===== src/sv/md5_pkg.sv =====
// MD5 package: payload structs, round tables, initial chaining values.
// No dependencies.
package md5_pkg;

    typedef struct packed {
        logic [7:0] data_byte;
        logic       has_byte;
        logic       is_last;
    } in_item_t;

    typedef struct packed {
        logic [31:0] digest_word;
        logic [1:0]  word_index;
        logic        last_word;
    } out_item_t;

    // queue entry from front to back: one message byte, an end marker, or both
    typedef struct packed {
        logic [7:0] data_byte;
        logic       has_byte;
        logic       is_last;
    } cmd_t;

    localparam int QueueDepthDefault = 4;

    localparam logic [31:0] InitA = 32'h67452301;
    localparam logic [31:0] InitB = 32'hefcdab89;
    localparam logic [31:0] InitC = 32'h98badcfe;
    localparam logic [31:0] InitD = 32'h10325476;
    localparam logic [7:0]  PadByte = 8'h80;
    localparam int          BlockBytes = 512 / 8;
    localparam int          LenPos = 448 / 8;

    function automatic logic [31:0] sine_k(input logic [5:0] n);
        logic [31:0] k;
        unique case (n)
            6'd0: k = 32'hd76aa478;  6'd1: k = 32'he8c7b756;
            6'd2: k = 32'h242070db;  6'd3: k = 32'hc1bdceee;
            6'd4: k = 32'hf57c0faf;  6'd5: k = 32'h4787c62a;
            6'd6: k = 32'ha8304613;  6'd7: k = 32'hfd469501;
            6'd8: k = 32'h698098d8;  6'd9: k = 32'h8b44f7af;
            6'd10: k = 32'hffff5bb1; 6'd11: k = 32'h895cd7be;
            6'd12: k = 32'h6b901122; 6'd13: k = 32'hfd987193;
            6'd14: k = 32'ha679438e; 6'd15: k = 32'h49b40821;
            6'd16: k = 32'hf61e2562; 6'd17: k = 32'hc040b340;
            6'd18: k = 32'h265e5a51; 6'd19: k = 32'he9b6c7aa;
            6'd20: k = 32'hd62f105d; 6'd21: k = 32'h02441453;
            6'd22: k = 32'hd8a1e681; 6'd23: k = 32'he7d3fbc8;
            6'd24: k = 32'h21e1cde6; 6'd25: k = 32'hc33707d6;
            6'd26: k = 32'hf4d50d87; 6'd27: k = 32'h455a14ed;
            6'd28: k = 32'ha9e3e905; 6'd29: k = 32'hfcefa3f8;
            6'd30: k = 32'h676f02d9; 6'd31: k = 32'h8d2a4c8a;
            6'd32: k = 32'hfffa3942; 6'd33: k = 32'h8771f681;
            6'd34: k = 32'h6d9d6122; 6'd35: k = 32'hfde5380c;
            6'd36: k = 32'ha4beea44; 6'd37: k = 32'h4bdecfa9;
            6'd38: k = 32'hf6bb4b60; 6'd39: k = 32'hbebfbc70;
            6'd40: k = 32'h289b7ec6; 6'd41: k = 32'heaa127fa;
            6'd42: k = 32'hd4ef3085; 6'd43: k = 32'h04881d05;
            6'd44: k = 32'hd9d4d039; 6'd45: k = 32'he6db99e5;
            6'd46: k = 32'h1fa27cf8; 6'd47: k = 32'hc4ac5665;
            6'd48: k = 32'hf4292244; 6'd49: k = 32'h432aff97;
            6'd50: k = 32'hab9423a7; 6'd51: k = 32'hfc93a039;
            6'd52: k = 32'h655b59c3; 6'd53: k = 32'h8f0ccc92;
            6'd54: k = 32'hffeff47d; 6'd55: k = 32'h85845dd1;
            6'd56: k = 32'h6fa87e4f; 6'd57: k = 32'hfe2ce6e0;
            6'd58: k = 32'ha3014314; 6'd59: k = 32'h4e0811a1;
            6'd60: k = 32'hf7537e82; 6'd61: k = 32'hbd3af235;
            6'd62: k = 32'h2ad7d2bb; 6'd63: k = 32'heb86d391;
            default: k = 32'h0;
        endcase
        return k;
    endfunction

    function automatic logic [4:0] shift_r(input logic [5:0] n);
        logic [4:0] s;
        unique case ({n[5:4], n[1:0]})
            4'b0000: s = 5'd7;  4'b0001: s = 5'd12; 4'b0010: s = 5'd17; 4'b0011: s = 5'd22;
            4'b0100: s = 5'd5;  4'b0101: s = 5'd9;  4'b0110: s = 5'd14; 4'b0111: s = 5'd20;
            4'b1000: s = 5'd4;  4'b1001: s = 5'd11; 4'b1010: s = 5'd16; 4'b1011: s = 5'd23;
            4'b1100: s = 5'd6;  4'b1101: s = 5'd10; 4'b1110: s = 5'd15; 4'b1111: s = 5'd21;
            default: s = 5'd0;
        endcase
        return s;
    endfunction

    // message word index used by round n
    function automatic logic [3:0] word_pick(input logic [5:0] n);
        logic [3:0] p;
        logic [3:0] m;
        m = n[3:0];
        unique case (n[5:4])
            2'd0: p = m;
            2'd1: p = 4'((m << 2) + m + 4'd1);
            2'd2: p = 4'((m << 1) + m + 4'd5);
            2'd3: p = 4'((m << 3) - m);
            default: p = m;
        endcase
        return p;
    endfunction

endpackage


===== src/sv/md5_cmd_queue.sv =====
// Short queue of byte/end commands between the front and back parts.
// Depends on md5_pkg.
module md5_cmd_queue #(
    parameter int DEPTH = md5_pkg::QueueDepthDefault
) (
    input  logic          clk,
    input  logic          rst_n,
    input  logic          wr_en,
    input  md5_pkg::cmd_t wr_data,
    output logic          full,
    input  logic          rd_en,
    output md5_pkg::cmd_t rd_data,
    output logic          empty
);
    localparam int AW = (DEPTH > 1) ? $clog2(DEPTH) : 1;

    md5_pkg::cmd_t      mem_reg [DEPTH];
    logic [AW-1:0]      wr_ptr_reg, rd_ptr_reg;
    logic [AW:0]        count_reg;

    assign full    = (count_reg == (AW+1)'(DEPTH));
    assign empty   = (count_reg == '0);
    assign rd_data = mem_reg[rd_ptr_reg];

    always_ff @(posedge clk)
    begin
        if (wr_en && !full)
        begin
            mem_reg[wr_ptr_reg] <= wr_data;
        end
    end

    always_ff @(posedge clk or negedge rst_n)
    begin
        if (!rst_n)
        begin
            wr_ptr_reg <= '0;
            rd_ptr_reg <= '0;
            count_reg  <= '0;
        end
        else
        begin
            if (wr_en && !full)
            begin
                wr_ptr_reg <= (wr_ptr_reg == AW'(DEPTH - 1)) ? '0 : wr_ptr_reg + 1'b1;
            end
            if (rd_en && !empty)
            begin
                rd_ptr_reg <= (rd_ptr_reg == AW'(DEPTH - 1)) ? '0 : rd_ptr_reg + 1'b1;
            end
            count_reg <= count_reg + (AW+1)'(wr_en && !full) - (AW+1)'(rd_en && !empty);
        end
    end
endmodule


===== src/sv/md5_core.sv =====
// Back part: block buffer, padding sequencer, one MD5 round per cycle,
// digest word output register. Depends on md5_pkg.
module md5_core (
    input  logic               clk,
    input  logic               rst_n,
    input  logic               cmd_valid,
    input  md5_pkg::cmd_t      cmd,
    output logic               cmd_pop,
    output logic               empty,
    input  logic               pop,
    output md5_pkg::out_item_t result
);
    typedef enum logic [5:0] {
        ST_IDLE  = 6'b000001,
        ST_PAD   = 6'b000010,
        ST_LEN   = 6'b000100,
        ST_ROUND = 6'b001000,
        ST_ADD   = 6'b010000,
        ST_OUT   = 6'b100000
    } state_t;

    state_t       state_reg;
    logic [31:0]  buf_reg [md5_pkg::BlockBytes / 4];
    logic [60:0]  count_reg;
    logic [5:0]   pos_reg;
    logic [5:0]   round_reg;
    logic         ext_reg;
    logic         done_reg;
    logic         bdone_reg;
    logic [31:0]  ca_reg, cb_reg, cc_reg, cd_reg;
    logic [31:0]  wa_reg, wb_reg, wc_reg, wd_reg;
    logic [31:0]  kw_reg;
    logic [1:0]   oidx_reg;
    logic         ovalid_reg;
    logic [63:0]  bits;
    logic [31:0]  mix, sum, rot, kw_next;
    logic [5:0]   round_nx;
    logic [4:0]   sh;
    logic         take_byte;
    logic         wr_en;
    logic [7:0]   wr_byte;

    assign bits      = {count_reg, 3'b000};
    assign sh        = md5_pkg::shift_r(round_reg);
    // a last item with a byte is handled in two steps: byte, then end marker
    assign take_byte = cmd.has_byte && !bdone_reg;
    // constant plus message word, registered in the cycle before its round
    assign round_nx  = (state_reg == ST_ROUND) ? round_reg + 6'd1 : 6'd0;
    assign kw_next   = md5_pkg::sine_k(round_nx) + buf_reg[md5_pkg::word_pick(round_nx)];

    always_comb
    begin
        unique case (round_reg[5:4])
            2'd0: mix = (wb_reg & wc_reg) | (~wb_reg & wd_reg);
            2'd1: mix = (wd_reg & wb_reg) | (~wd_reg & wc_reg);
            2'd2: mix = wb_reg ^ wc_reg ^ wd_reg;
            2'd3: mix = wc_reg ^ (wb_reg | ~wd_reg);
            default: mix = '0;
        endcase
        sum = wa_reg + mix + kw_reg;
        rot = (sum << sh) | (sum >> (6'd32 - {1'b0, sh}));
    end

    assign cmd_pop = (state_reg == ST_IDLE) && cmd_valid && !(take_byte && cmd.is_last);
    assign empty   = !ovalid_reg;

    always_comb
    begin
        unique case (oidx_reg)
            2'd0: result.digest_word = ca_reg;
            2'd1: result.digest_word = cb_reg;
            2'd2: result.digest_word = cc_reg;
            2'd3: result.digest_word = cd_reg;
            default: result.digest_word = ca_reg;
        endcase
        result.word_index = oidx_reg;
        result.last_word  = (oidx_reg == 2'd3);
    end

    // buffer write port
    always_comb
    begin
        wr_en   = 1'b0;
        wr_byte = 8'h00;
        unique case (state_reg)
            ST_IDLE:
            begin
                wr_en   = cmd_valid;
                wr_byte = take_byte ? cmd.data_byte : md5_pkg::PadByte;
            end
            ST_PAD:
            begin
                wr_en   = 1'b1;
                wr_byte = 8'h00;
            end
            ST_LEN:
            begin
                wr_en   = 1'b1;
                wr_byte = bits[{pos_reg[2:0], 3'b000} +: 8];
            end
            default:
            begin
                wr_en   = 1'b0;
                wr_byte = 8'h00;
            end
        endcase
    end

    always_ff @(posedge clk)
    begin
        if (wr_en)
        begin
            buf_reg[pos_reg[5:2]][{pos_reg[1:0], 3'b000} +: 8] <= wr_byte;
        end
    end

    // ext_reg: padding spills into a second block
    always_ff @(posedge clk or negedge rst_n)
    begin
        if (!rst_n)
        begin
            state_reg  <= ST_IDLE;
            count_reg  <= '0;
            pos_reg    <= '0;
            round_reg  <= '0;
            ext_reg    <= 1'b0;
            done_reg   <= 1'b0;
            bdone_reg  <= 1'b0;
            ca_reg     <= md5_pkg::InitA;
            cb_reg     <= md5_pkg::InitB;
            cc_reg     <= md5_pkg::InitC;
            cd_reg     <= md5_pkg::InitD;
            oidx_reg   <= '0;
            ovalid_reg <= 1'b0;
        end
        else
        begin
            unique case (state_reg)
                ST_IDLE:
                begin
                    if (cmd_valid)
                    begin
                        pos_reg <= pos_reg + 6'd1;
                        if (take_byte)
                        begin
                            count_reg <= count_reg + 61'd1;
                            bdone_reg <= cmd.is_last;
                            if (pos_reg == 6'd63)
                            begin
                                state_reg <= ST_ROUND;
                            end
                        end
                        else
                        begin
                            // end marker written at pos
                            bdone_reg <= 1'b0;
                            ext_reg   <= (pos_reg >= 6'(md5_pkg::LenPos));
                            if (pos_reg == 6'd63)
                            begin
                                state_reg <= ST_ROUND;
                            end
                            else if (pos_reg == 6'(md5_pkg::LenPos - 1))
                            begin
                                state_reg <= ST_LEN;
                            end
                            else
                            begin
                                state_reg <= ST_PAD;
                            end
                        end
                    end
                end
                ST_PAD:
                begin
                    pos_reg <= pos_reg + 6'd1;
                    if (pos_reg == 6'(md5_pkg::LenPos - 1))
                    begin
                        state_reg <= ST_LEN;
                    end
                    else if (pos_reg == 6'd63)
                    begin
                        state_reg <= ST_ROUND;
                    end
                end
                ST_LEN:
                begin
                    pos_reg <= pos_reg + 6'd1;
                    if (pos_reg == 6'd63)
                    begin
                        state_reg <= ST_ROUND;
                        done_reg  <= 1'b1;
                    end
                end
                ST_ROUND:
                begin
                    round_reg <= round_reg + 6'd1;
                    if (round_reg == 6'd63)
                    begin
                        state_reg <= ST_ADD;
                    end
                end
                ST_ADD:
                begin
                    ca_reg <= ca_reg + wa_reg;
                    cb_reg <= cb_reg + wb_reg;
                    cc_reg <= cc_reg + wc_reg;
                    cd_reg <= cd_reg + wd_reg;
                    if (done_reg)
                    begin
                        state_reg  <= ST_OUT;
                        oidx_reg   <= 2'd0;
                        ovalid_reg <= 1'b1;
                    end
                    else if (ext_reg)
                    begin
                        ext_reg   <= 1'b0;
                        state_reg <= ST_PAD;
                    end
                    else
                    begin
                        state_reg <= ST_IDLE;
                    end
                end
                ST_OUT:
                begin
                    if (pop && ovalid_reg)
                    begin
                        oidx_reg <= oidx_reg + 2'd1;
                        if (oidx_reg == 2'd3)
                        begin
                            ovalid_reg <= 1'b0;
                            state_reg  <= ST_IDLE;
                            ca_reg     <= md5_pkg::InitA;
                            cb_reg     <= md5_pkg::InitB;
                            cc_reg     <= md5_pkg::InitC;
                            cd_reg     <= md5_pkg::InitD;
                            count_reg  <= '0;
                            pos_reg    <= '0;
                            done_reg   <= 1'b0;
                        end
                    end
                end
                default: state_reg <= ST_IDLE;
            endcase
        end
    end

    // working words
    always_ff @(posedge clk)
    begin
        kw_reg <= kw_next;
        if (state_reg == ST_ROUND)
        begin
            wa_reg <= wd_reg;
            wb_reg <= wb_reg + rot;
            wc_reg <= wb_reg;
            wd_reg <= wc_reg;
        end
        else
        begin
            wa_reg <= ca_reg;
            wb_reg <= cb_reg;
            wc_reg <= cc_reg;
            wd_reg <= cd_reg;
        end
    end
endmodule


===== src/sv/md5_front.sv =====
// Front part: accepts input transfers, drops items that do nothing,
// and pushes byte/end commands into the queue. Depends on md5_pkg.
module md5_front (
    input  logic              push,
    input  md5_pkg::in_item_t in_item,
    output logic              full,
    output logic              q_wr,
    output md5_pkg::cmd_t     q_data,
    input  logic              q_full
);
    assign full = q_full;
    assign q_wr = push && !q_full && (in_item.has_byte || in_item.is_last);
    assign q_data.data_byte = in_item.data_byte;
    assign q_data.has_byte  = in_item.has_byte;
    assign q_data.is_last   = in_item.is_last;
endmodule


===== src/sv/md5_message_digest.sv =====
// MD5 message digest top level: front, command queue, back core.
// Depends on md5_pkg, md5_front, md5_cmd_queue, md5_core.
// Bytes enter one per transfer into a short queue; the core takes one
// byte per cycle into the block buffer while idle with the queue not
// empty. A full block then passes through the round and add states,
// during which the queue absorbs input until full. A last item adds an
// end marker (after its byte, if it has one), padding and one or two
// block compressions, then four digest words leave by pop.
module md5_message_digest #(
    parameter int QUEUE_DEPTH = md5_pkg::QueueDepthDefault
) (
    input  logic               clk,
    input  logic               rst_n,
    input  logic               push,
    input  md5_pkg::in_item_t  in_item,
    output logic               full,
    output logic               empty,
    input  logic               pop,
    output md5_pkg::out_item_t out_item
);
    logic          q_wr, q_full, q_empty, q_pop;
    md5_pkg::cmd_t q_wdata, q_rdata;

    md5_front u_front (
        .push, .in_item, .full,
        .q_wr, .q_data(q_wdata), .q_full
    );

    md5_cmd_queue #(.DEPTH(QUEUE_DEPTH)) u_queue (
        .clk, .rst_n, .wr_en(q_wr), .wr_data(q_wdata), .full(q_full),
        .rd_en(q_pop), .rd_data(q_rdata), .empty(q_empty)
    );

    md5_core u_core (
        .clk, .rst_n, .cmd_valid(!q_empty), .cmd(q_rdata), .cmd_pop(q_pop),
        .empty, .pop, .result(out_item)
    );
endmodule


===== config.mk =====
export PLATFORM = sky130hd
export DESIGN_NAME = md5_message_digest
export DESIGN_NICKNAME = d
export VERILOG_FILES = /design/src/sv/md5_pkg.sv /design/src/sv/md5_cmd_queue.sv /design/src/sv/md5_core.sv /design/src/sv/md5_front.sv /design/src/sv/md5_message_digest.sv
export SDC_FILE = /design/constraint.sdc
export NUM_CORES = 2
export LEC_CHECK = 0
export ABC_AREA = 1
export BUFFER_PORTS_ARGS = -buffer_cell sky130_fd_sc_hd__buf_2
export CORE_MARGIN = 1.5
export CORE_UTILIZATION = 61
export DETAILED_ROUTE_END_ITERATION = 6
export HOLD_SLACK_MARGIN = 0.15
export PLACE_DENSITY = 0.78
export SYNTH_ARGS = -nofsm -noshare
export SYNTH_HDL_FRONTEND = slang
export SYNTH_SLANG_ARGS = --single-unit

===== constraint.sdc =====
create_clock -name clk -period 7 [get_ports clk]
set_clock_uncertainty 0.15 [all_clocks]
set_input_delay 1.4 -clock clk [delete_from_list [all_inputs] [get_ports clk]]
set_output_delay 1.4 -clock clk [all_outputs]
set_load 0.05 [all_outputs]

==> results.py <==
metrics = {
    "run_status": {
        "outcome": "finished with violations",
        "violations": "design-rule violations",
    },
    "power_and_ir_drop": {
        "power_uw": 26600,
        "p_leak_uw": 0.0292,
        "max-vdd-ir-drop_uv": 342,
        "power_density_mw_per_mm2": 395,
    },
    "routing": {
        "route.detailed.drc": 15,
        "final_antenna_net_count": 0,
        "viasPerCell": 6.48,
        "dr.pass1.iters": 7,
        "via_count": 59400,
        "totalWireLength_um": 233000,
        "wl_per_cell_um": 25.4,
        "first_iter_violations": 9647,
    },
    "synth": {
        "yosys_most_used_dff": "edfxtp_1",
        "yosys.area_share.adder_pct": 7.34,
        "synth_simple_gate_area_share_pct": 22.1,
        "syn-instance-count": 7604,
        "yosys.area.top_type_share_pct": 27.6,
        "synth_top_area_cell": "edfxtp_1",
        "synth_enable_flop_cells": 552,
        "avgSynthCellArea_um2": 7.91,
        "yosysUniqueCellTypes": 69,
        "synth_compound_area_share_pct": 15.4,
        "synth-seq-cells": 932,
        "synth_warnings": 0,
        "async_flop_share_pct": 23.6,
        "synth_top_family_by_area": "simple AND/OR/NAND/NOR gates",
        "netlist_top_cells_area": "edfxtp_1 28%, nand2_1 11%, dfrtp_1 6.4%",
        "netlist_area_mm2": 0.0601,
        "yosys.area_share.xor_xnor_pct": 2.51,
        "synthMuxAreaShare_pct": 2.61,
        "seq_area_frac_synth_pct": 42.2,
        "synth_fp_nets": 7947,
    },
    "placement": {
        "placed_cells": 8977,
        "port-buffer-count": 50,
        "dpl.hpwl_um": 167000,
        "dp_slack_ns": 0.0384,
        "gp_congestion": 1.07,
        "dpl_cell_area_mm2": 0.0635,
    },
    "final_layout": {
        "finalNonFillerCells": 9168,
        "layout_commonest_cell": "nand2_1",
        "syn_to_final_growth_pct": 11.9,
        "final_cell_area_mm2": 0.0673,
        "fillCellCount": 7567,
        "mostFrequentLayoutCells": "1764 x nand2_1, 890 x inv_1, 590 x o21ai_0, 553 x nand3_1, 552 x edfxtp_1",
        "nets": 8149,
        "drive_above_1_share_pct": 10.5,
        "largest_reg_flops": 512,
    },
    "flow_run": {
        "max-cap-violations": 0,
    },
    "timing": {
        "post-route-period-util_pct": 96.8,
        "final.setup.worst_slack_ns": 0.221,
        "timing.fmax_ghz": 0.148,
        "slew_headroom_pct": 6.45,
        "tns_ns": 0,
        "hold_viol": 0,
        "final_max_slew_viol_count": 0,
        "finalSetupViolCount": 0,
        "worst_pin_slew_ns": 1.40,
        "fin_crit_ns": 6.78,
    },
    "critical_path": {
        "cp_top_family": "simple AND/OR/NAND/NOR gates",
        "crit_required_ns": 7.45,
        "crit_fanout": 17,
        "worstPathArrival_ns": 7.23,
        "cp_num_buf_inv": 5,
        "cpPeakStageDelay_ns": 0.50,
        "slowest_stage": "fa_1",
        "critPathCaptureType": "flip-flop",
        "start_kind": "flip-flop",
        "crit_type": "flip-flop to flip-flop",
    },
    "die": {
        "dieArea_mm2": 0.100,
        "die_w_um": 317,
        "die_y_um": 317,
        "core_mm2": 0.0971,
        "start_util_pct": 61.9,
        "ioPinCount": 51,
        "rows": 114,
    },
    "hold_path": {
        "min_path_type": "flip-flop to flip-flop",
    },
    "cts": {
        "cts_tree": "done",
        "clock_latency_ns": 0.76,
        "ctsHoldBuffers": 0,
        "root_buffer": "clkbuf_16",
        "clock_sinks": 932,
        "cts_made_buffers": 97,
        "cts_max_level": 3,
        "clk_pin_slew_ns": 0.06,
        "clockBufferDepth": 3,
    },
    "global_route": {
        "grt_antenna_before_repair": 8,
        "grt_max_degree": 96,
        "grt_pass1_wl_um": 341000,
        "first_global_vias": 55400,
        "grt_use_total_pct": 45.4,
        "gr-total-overflow": 0,
    },
}
-- through the flow --
| stage | hold WS (ns) | utilization, % |
|---|---|---|
| final | 0.360 | 69.2 |
| after floorplan | 0.318 | - |
| after detailed placement | 0.348 | 65.4 |
| after CTS | 0.351 | 68.7 |
| after global routing | 0.379 | 69.2 |
| after global placement | 0.340 | 65.4 |
-- Yosys cell counts (19+ instances only) --
cell type     n
o2111ai_1    33
nor4_1       27
mux2i_1     130
xor2_1      122
dfstp_2      65
a31oi_1      34
o31ai_1      84
buf_4        19
nand3_1     567
nor3_1      102
edfxtp_1    552
inv_2        29
o22ai_1     100
a21oi_1     438
o211ai_1     53
fa_1         40
dfrtp_1     155
clkbuf_1    179
o21ai_1     114
inv_1       893
buf_2        55
o21ai_0     603
nand4_1      52
xnor2_1      47
mux2_2       21
buf_1        30
or2_2        53
nor2_1      567
nand2_1    1776
ha_1        289
dfxtp_1     160
-- per-layer routing --
metal | part of all wire (%) | up-vias | GRT usage (%) | wire [um]
li1 | - | 26300 | - | -
met1 | 36 | 27600 | 58.3 | 84300
met2 | 43 | 4594 | 68.3 | 100000
met3 | 13 | 966 | 11.8 | 29800
met4 | 7.9 | 12 | 29.1 | 18400
met5 | 0.056 | - | 0.473 | 131
-- logic make-up (layout without fill, tap and decap cells) --
| logic type | after synthesis | count (layout) |
|---|---|---|
| AO/OA/AOI/OAI | 1618 | 1618 |
| AND/OR/NAND/NOR | 3183 | 3183 |
| XOR/XNOR | 170 | 170 |
| flip-flops | 932 | 932 |
| other | 0 | 3 |
| buffers and inverters | 1218 | 1503 |
| adder cells (fa/ha/maj) | 329 | 329 |
| multiplexers | 154 | 154 |
-- where the power goes --
group	internal, uW	leakage, uW	switching (uW)
Clock	2960	0.00157	2380
Sequential	6430	0.00896	505
Combinational	4710	0.0186	9610
-- final cells by class --
type / count / area (um2) / area share, %
Clock buffer: 137 / 2710 / 4.03
Inverter: 927 / 3480 / 5.18
Tap cell: 1276 / 1600 / 2.37
Multi-Input combinational cell: 5454 / 30500 / 45.3
Sequential cell: 932 / 25400 / 37.7
Timing Repair Buffer: 394 / 3070 / 4.57
Antenna cell: 3 / 7.51 / 0.0112
Clock inverter: 45 / 544 / 0.809
-- repair_timing --
| item | 4_1_cts | 5_1_grt |
|---|---|---|
| hold endpoints to repair | 0 | 0 |
| buffers inserted | 0 | 4 |
| pin swaps | 0 | 17 |
| gates cloned | 0 | 2 |
| resized for setup | 1 | 112 |
| setup endpoints to repair | 1 | 31 |
-- worst paths after layout --
path	startpoint	endpoint	slack, ns	cells past startpoint
worst min register to register	u_core.ca_reg[20]	u_core.wa_reg[20]	0.36	2
min in group asynchronous	rst_n	u_core.cd_reg[27]	0.51	1
worst min-delay path	u_core.ca_reg[20]	u_core.wa_reg[20]	0.36	2
max in group asynchronous	rst_n	u_core.count_reg[18]	4.90	2
worst max-delay path	u_core.round_reg[4]	u_core.wb_reg[29]	0.22	35
worst max register to register	u_core.round_reg[4]	u_core.wb_reg[29]	0.22	35
-- tightest hold or removal path, stage by stage (launching register included) --
cell and delay (ns):
dfrtp_1 0.37, nand2_1 0.06, o21ai_0 0.07
(Power assumes the default switching activity.)
